<file path="config.mk">
export PLATFORM = sky130hd
export DESIGN_NAME = cia_div
export DESIGN_NICKNAME = d
export VERILOG_FILES = /design/src/rtl/cia_pkg.sv /design/src/rtl/cia_div.sv
export VERILOG_INCLUDE_DIRS = /design/src /design/src/rtl
export SDC_FILE = /design/constraint.sdc
export NUM_CORES = 2
export LEC_CHECK = 0
export BUFFER_PORTS_ARGS = -buffer_cell sky130_fd_sc_hd__buf_2
export CAP_MARGIN = 20
export CORE_MARGIN = 1.5
export CORE_UTILIZATION = 56
export DETAILED_ROUTE_END_ITERATION = 7
export HOLD_SLACK_MARGIN = 0.05
export MAX_ROUTING_LAYER = met4
export PLACE_DENSITY = 0.75
export SLEW_MARGIN = 20
export SYNTH_ARGS = -nofsm -noshare
export SYNTH_HDL_FRONTEND = slang
export SYNTH_SLANG_ARGS = --single-unit
export TNS_END_PERCENT = 5
</file>
<file path="constraint.sdc">
create_clock -name clk -period 9.9 [get_ports clk]
set_input_delay 2.97 -clock clk [delete_from_list [all_inputs] [get_ports clk]]
set_output_delay 2.97 -clock clk [all_outputs]
set_load 0.01 [all_outputs]
</file>
<file path="src/rtl/assert_macros.svh">
// ----------------------------------------------------------------------------
// assert_macros
// Assertion helpers shared by the RTL files.
// ----------------------------------------------------------------------------
`ifndef ASSERT_MACROS_SVH
`define ASSERT_MACROS_SVH

// Check prop at every rising edge of clk, quiet while rst_n is low.
`define CIA_ASSERT(lbl, prop, msg) \
    lbl: assert property (@(posedge clk) disable iff (!rst_n) (prop)) else $error(msg);

// Check that sig keeps its value at the edge after one where hold was high.
`define CIA_ASSERT_HELD(lbl, hold, sig, msg) \
    lbl: assert property (@(posedge clk) disable iff (!rst_n) \
        ($past(hold) |-> $stable(sig))) else $error(msg);

`endif

</file>
<file path="src/rtl/cia_pkg.sv">
// ----------------------------------------------------------------------------
// cia_pkg
// Shared types and constants of the checked integer ALU.
// ----------------------------------------------------------------------------
package cia_pkg;

    localparam int DATA_WIDTH = 32;

    localparam logic [7:0] OP_ADD = 8'd43;
    localparam logic [7:0] OP_SUB = 8'd45;
    localparam logic [7:0] OP_MUL = 8'd120;
    localparam logic [7:0] OP_DIV = 8'd47;

    typedef enum logic [2:0] {
        ST_OK      = 3'd0,
        ST_OVER    = 3'd1,
        ST_UNDER   = 3'd2,
        ST_DIVZERO = 3'd3,
        ST_BADOP   = 3'd4
    } status_t;

    typedef struct packed {
        logic [7:0]                   action;
        logic signed [DATA_WIDTH-1:0] operand_a;
        logic signed [DATA_WIDTH-1:0] operand_b;
    } req_t;

    typedef struct packed {
        logic signed [DATA_WIDTH-1:0] result;
        logic [2:0]                   status;
    } rsp_t;

endpackage

</file>
<file path="src/rtl/cia_div.sv">
// ----------------------------------------------------------------------------
// cia_div
// Pipelined unsigned restoring divider, one quotient bit per stage.
// ----------------------------------------------------------------------------
module cia_div (
    input  logic                           clk,
    input  logic                           rst_n,
    input  logic                           en,
    input  logic [cia_pkg::DATA_WIDTH-1:0] dividend,
    input  logic [cia_pkg::DATA_WIDTH-1:0] divisor,
    output logic [cia_pkg::DATA_WIDTH-1:0] quotient
);
    localparam int W = cia_pkg::DATA_WIDTH;

    logic [W-1:0] rem_reg [W];
    logic [W-1:0] dvd_reg [W];
    logic [W-1:0] dvs_reg [W];

    for (genvar i = 0; i < W; i++) begin : g_stage
        logic [W-1:0] rem_prev;
        logic [W-1:0] dvd_prev;
        logic [W-1:0] dvs_prev;
        logic [W:0]   trial;
        logic [W:0]   diff;
        logic [W-1:0] rem_next;
        logic [W-1:0] dvd_next;

        if (i == 0) begin : g_first
            assign rem_prev = '0;
            assign dvd_prev = dividend;
            assign dvs_prev = divisor;
        end else begin : g_rest
            assign rem_prev = rem_reg[i-1];
            assign dvd_prev = dvd_reg[i-1];
            assign dvs_prev = dvs_reg[i-1];
        end

        always_comb
        begin
            trial = {rem_prev, dvd_prev[W-1]};
            diff  = trial - {1'b0, dvs_prev};
            if (!diff[W])
            begin
                rem_next = diff[W-1:0];
                dvd_next = {dvd_prev[W-2:0], 1'b1};
            end
            else
            begin
                rem_next = trial[W-1:0];
                dvd_next = {dvd_prev[W-2:0], 1'b0};
            end
        end

        // payload only; valid travels in the top level
        always_ff @(posedge clk)
        begin
            if (en)
            begin
                rem_reg[i] <= rem_next;
                dvd_reg[i] <= dvd_next;
                dvs_reg[i] <= dvs_prev;
            end
        end
    end

    assign quotient = dvd_reg[W-1];

    `include "assert_macros.svh"
    `CIA_ASSERT(a_div_rem_small, !en || (rem_reg[0] <= {W{1'b1}}), "divider remainder broken")
    `CIA_ASSERT_HELD(a_div_stable, !en, quotient, "divider moved while held")
    `CIA_ASSERT(a_div_dvs_pass, !$past(en) || (dvs_reg[1] == $past(dvs_reg[0])), "divisor lost")

endmodule

</file>
; ---- Yosys cells after proc, flatten, opt, wreduce, memory -nomap -nowiden
; Memory sizes are Yosys's and may differ from the RTL's.
; Index checks and enable logic that the tools add are counted.
[op_classes]
add_sub_neg = 32
muxes = 66
[ops]
columns = operator, n
row1 = $mux 32, 32
row2 = $sub 33x32->33, 31
row3 = $mux 1, 34
row4 = $sub 1x32->33, 1
[word_totals]
memories = 3
ram_bits = 3072
in_bits = 67
wordCells = 101
ff_bits = 0
output_inout_bits = 32
[memory_table]
columns = memory, words, width, rd, rd_clocked_by_memory_dff, wr, line_no
row1 = dvd_reg, 32, 32, 32, 0, 32, cia_div.sv:16  ; logic [W-1:0] dvd_reg [W];
row2 = dvs_reg, 32, 32, 31, 0, 32, cia_div.sv:17  ; logic [W-1:0] dvs_reg [W];
row3 = rem_reg, 32, 32, 31, 0, 32, cia_div.sv:15  ; logic [W-1:0] rem_reg [W];

; ---- Longest topological paths before layout
; An unclocked memory read counts as a cell.
[depth]
depth_word = 3
mapped_depth = 16
mapped_depth_nobuf = 14

; ---- Worst setup path before layout
; Ideal clock, no wire load.
[synth_path]
path_kind = input port to flip-flop
start = input dividend[31] (netlist bit)
end = memory rem_reg[0][11] (netlist bit) (data pin)
setup_ps = 257
arrival_ps = 4286
cell_stages = 8
path_slack_ps = 5357
required_ps = 9643
n_path_buf = 3
path_cell_list = inv_1 ha_1 clkbuf_1 clkbuf_1 inv_1 ha_1 clkbuf_1 o2111a_1
[synth_lines]
columns = element, line_no
row1 = from (decl), cia_div.sv:9  ; input logic [cia_pkg::DATA_WIDTH-1:0] dividend,
row2 = to (decl), cia_div.sv:15

==> metrics.txt <==
status=finished, final reports clean; core box area=271000 um^2; Total Routing Usage GR=0.239; die area=276000 um^2; Finished Cell Area=168000 um^2; Synth Instances=12000; DR pass1 iterations=6; RSZ-0062 raised after global routing=no; leakage=68.2 nW; final wirelength=325000 um; sequential share of the synthesized area=0.591; Top FF cell, synth=edfxtp_1; max reg flops=1024; initial antenna violation count=5; CTS sink cnt=3008; area leader, netlist=edfxtp_1; placed cell areas=158000 um^2; fmax=0.195 GHz; Clock Skew=0.0380 ns; Yosys cell types=94; Max VDD drop=0.221 mV; I/O pins=99; most frequent cell after synthesis=edfxtp_1; Mapped Avg Cell Area=12.8 um^2; Via Count=93100; Root Driver=clkbuf_16; Max FO, Critical Path=29; final core utilization=0.620; Wirelength per Cell=20.2 um; Nets=13300; share of layout cells above drive strength 1=0.0709; max capacitance violation total=0; worst reg2reg path depth=15; Placer Congestion=0.937; post-DR vias/cell=5.79; Worst setup EP type=register; Multi-input gate area=57100 um^2; post-route setup TNS=0 ns; warnings from Yosys=0; most frequent cells after synthesis=edfxtp_1, inv_1, ha_1, a21oi_1, nand2_1; postcts setup bufs=0; largest net degree at the start of global routing=176; hold endpoint=dvd_reg[0][481]$_DFFE_PP_; post-route ant nets=0; DRC Markers=0; worst-skew pair later-pin latency=0.92 ns; Reg clk slew, reported paths=0.06 ns; Critical Path Source Type=register; FF+latch area=90300 um^2; maximum clock path buffer count=4; Starting DRT DRC Count=7276; overall power=58.4 mW; Slew HR=0.184; die span in x=526 um; Worst Hold Class=reg2reg; first-pass GRT wire length=508000 um; Worst R2R Start=dvd_reg[1][127]$_DFFE_PP_; fin crit share=0.517; Hold Path Depth=0; post-CTS resize count=0; number of synthesized register bits=3008; vias in the first global route=92100; CTS tree=yes; Die Y=526 um; CP Data Required Time=10.55 ns; setup ws final=4.78 ns; Fillers=20400; arrival time worst endpoint=5.77 ns; synth-to-layout area growth=9.93%; Post-Syn Area=153000 um^2; dpl ws=4.57 ns; total grt overflow=0; final max-slew violation count=0; Starting Density=0.564; final hold vios=0; Worst Tran Pin Value=1.22 ns; Worst R2R Setup Slack=4.78 ns; synth top area cells=edfxtp_1, ha_1, mux2_1; Finish-stage setup viols=0; IO Port Bufs=97; CTS Buf Count=318; FFs w/ async S/R, synth=0; Hold Crit Start=dvd_reg[0][448]$_DFFE_PP_; HPWL Detailed=238000 um; PwrDens=348 nW/um^2; H-tree Lvls=5; Post-CTS Hold Fix Bufs=0; min Tclk post-route=5.12 ns; share of the synthesized area in the top cell type=0.591; kind of critical path=reg2reg; Cell Rows=191; Post-synth EDFFs=3008; R2R Path End=rem_reg[1][148]$_DFFE_PP_
==> how the worst max path moves through the flow <==
stage | from | to | slack, ns | depth (start not counted)
final | dvd_reg[1][127]$_DFFE_PP_ | rem_reg[1][148]$_DFFE_PP_ | 4.78 | 15
after global routing | dvd_reg[1][127]$_DFFE_PP_ | rem_reg[1][148]$_DFFE_PP_ | 4.57 | 15
after CTS | dvd_reg[1][127]$_DFFE_PP_ | rem_reg[1][148]$_DFFE_PP_ | 4.80 | 15
after detailed placement | en | dvd_reg[1][264]$_DFFE_PP_ | 4.57 | 3
after global placement | divisor[22] | rem_reg[0][0]$_DFFE_PP_ | 4.63 | 6
after floorplan | dividend[31] | rem_reg[0][11]$_SDFFCE_PN0P_ | 5.36 | 8
==> critical path, cell delays in order (launching register included) <==
cell	delay [ns]
edfxtp_1	0.59
inv_1	0.13
ha_1	0.24
fa_1	0.42
nor2b_1	0.13
o21a_1	0.14
o21ai_1	0.07
a311oi_1	0.49
o31a_1	0.43
a2111oi_2	0.13
or3_1	0.48
o21bai_2	0.24
a221oi_2	0.14
xnor2_4	0.26
buf_4	0.53
mux2_1	0.42
==> layout by cell type, fill, tap and decap left out, types with 57 or more instances in the layout <==
| cell type | netlist | routed |
|---|---|---|
| a211oi_1 | 77 | 77 |
| a21o_1 | 514 | 514 |
| a21oi_1 | 803 | 803 |
| a31oi_1 | 111 | 111 |
| and3_1 | 73 | 73 |
| buf_2 | 47 | 96 |
| clkbuf_1 | 115 | 57 |
| clkbuf_16 | 0 | 325 |
| clkinv_1 | 0 | 58 |
| edfxtp_1 | 3008 | 3008 |
| ha_1 | 993 | 993 |
| inv_1 | 1217 | 1217 |
| mux2_1 | 466 | 466 |
| mux2_2 | 81 | 81 |
| mux2_4 | 76 | 76 |
| mux2i_1 | 67 | 67 |
| nand2_1 | 757 | 757 |
| nand2b_1 | 134 | 134 |
| nand3_1 | 158 | 158 |
| nand4_1 | 87 | 87 |
| nor2_1 | 475 | 474 |
| nor2b_1 | 128 | 128 |
| nor3_1 | 100 | 100 |
| o21a_1 | 197 | 197 |
| o21ai_0 | 414 | 414 |
| o21ai_1 | 252 | 252 |
| o21bai_1 | 97 | 97 |
| or3_1 | 65 | 65 |
| xnor2_1 | 448 | 444 |
| xor2_1 | 355 | 343 |
==> cell type report <==
class / count / share of cell area
antenna: 4 / 0.0000595
clock buffer: 382 / 0.0497
clock inverter: 197 / 0.0122
inverter: 1223 / 0.0273
multi-input combinational: 7536 / 0.340
sequential: 3008 / 0.537
tap: 3570 / 0.0266
timing repair buffer: 163 / 0.00704
==> power by group <==
part           switching (mW)  internal (mW)
clock                    5.00           6.84
combinational            14.5           11.4
sequential               2.00           18.6
==> per-stage QoR <==
| stage | hold slack, ns | instances |
|---|---|---|
| global route | 0.412 | 16100 |
| detailed placement | 0.405 | 15500 |
| finish | 0.394 | 16100 |
| global placement | 0.400 | 15500 |
| CTS | 0.396 | 16100 |
| floorplan | 0.400 | 12000 |
==> metal layers <==
| metal | up-vias | track usage | share of wire |
|---|---|---|---|
| li1 | 44800 | - | - |
| met1 | 45100 | 0.316 | 0.44 |
| met2 | 2538 | 0.380 | 0.47 |
| met3 | 678 | 0.0367 | 0.056 |
| met4 | 0 | 0.0789 | 0.034 |
| met5 | - | - | 0 |
==> cells by family after synthesis <==
logic type	synth area share
mux	0.0521
other cells	0.0000245
compound gates	0.122
flops	0.591
fa+ha+maj	0.0852
buf+inv	0.0384
xor+xnor	0.0479
simple gates	0.0640
Note: power is estimated with default switching activity, not from simulation.
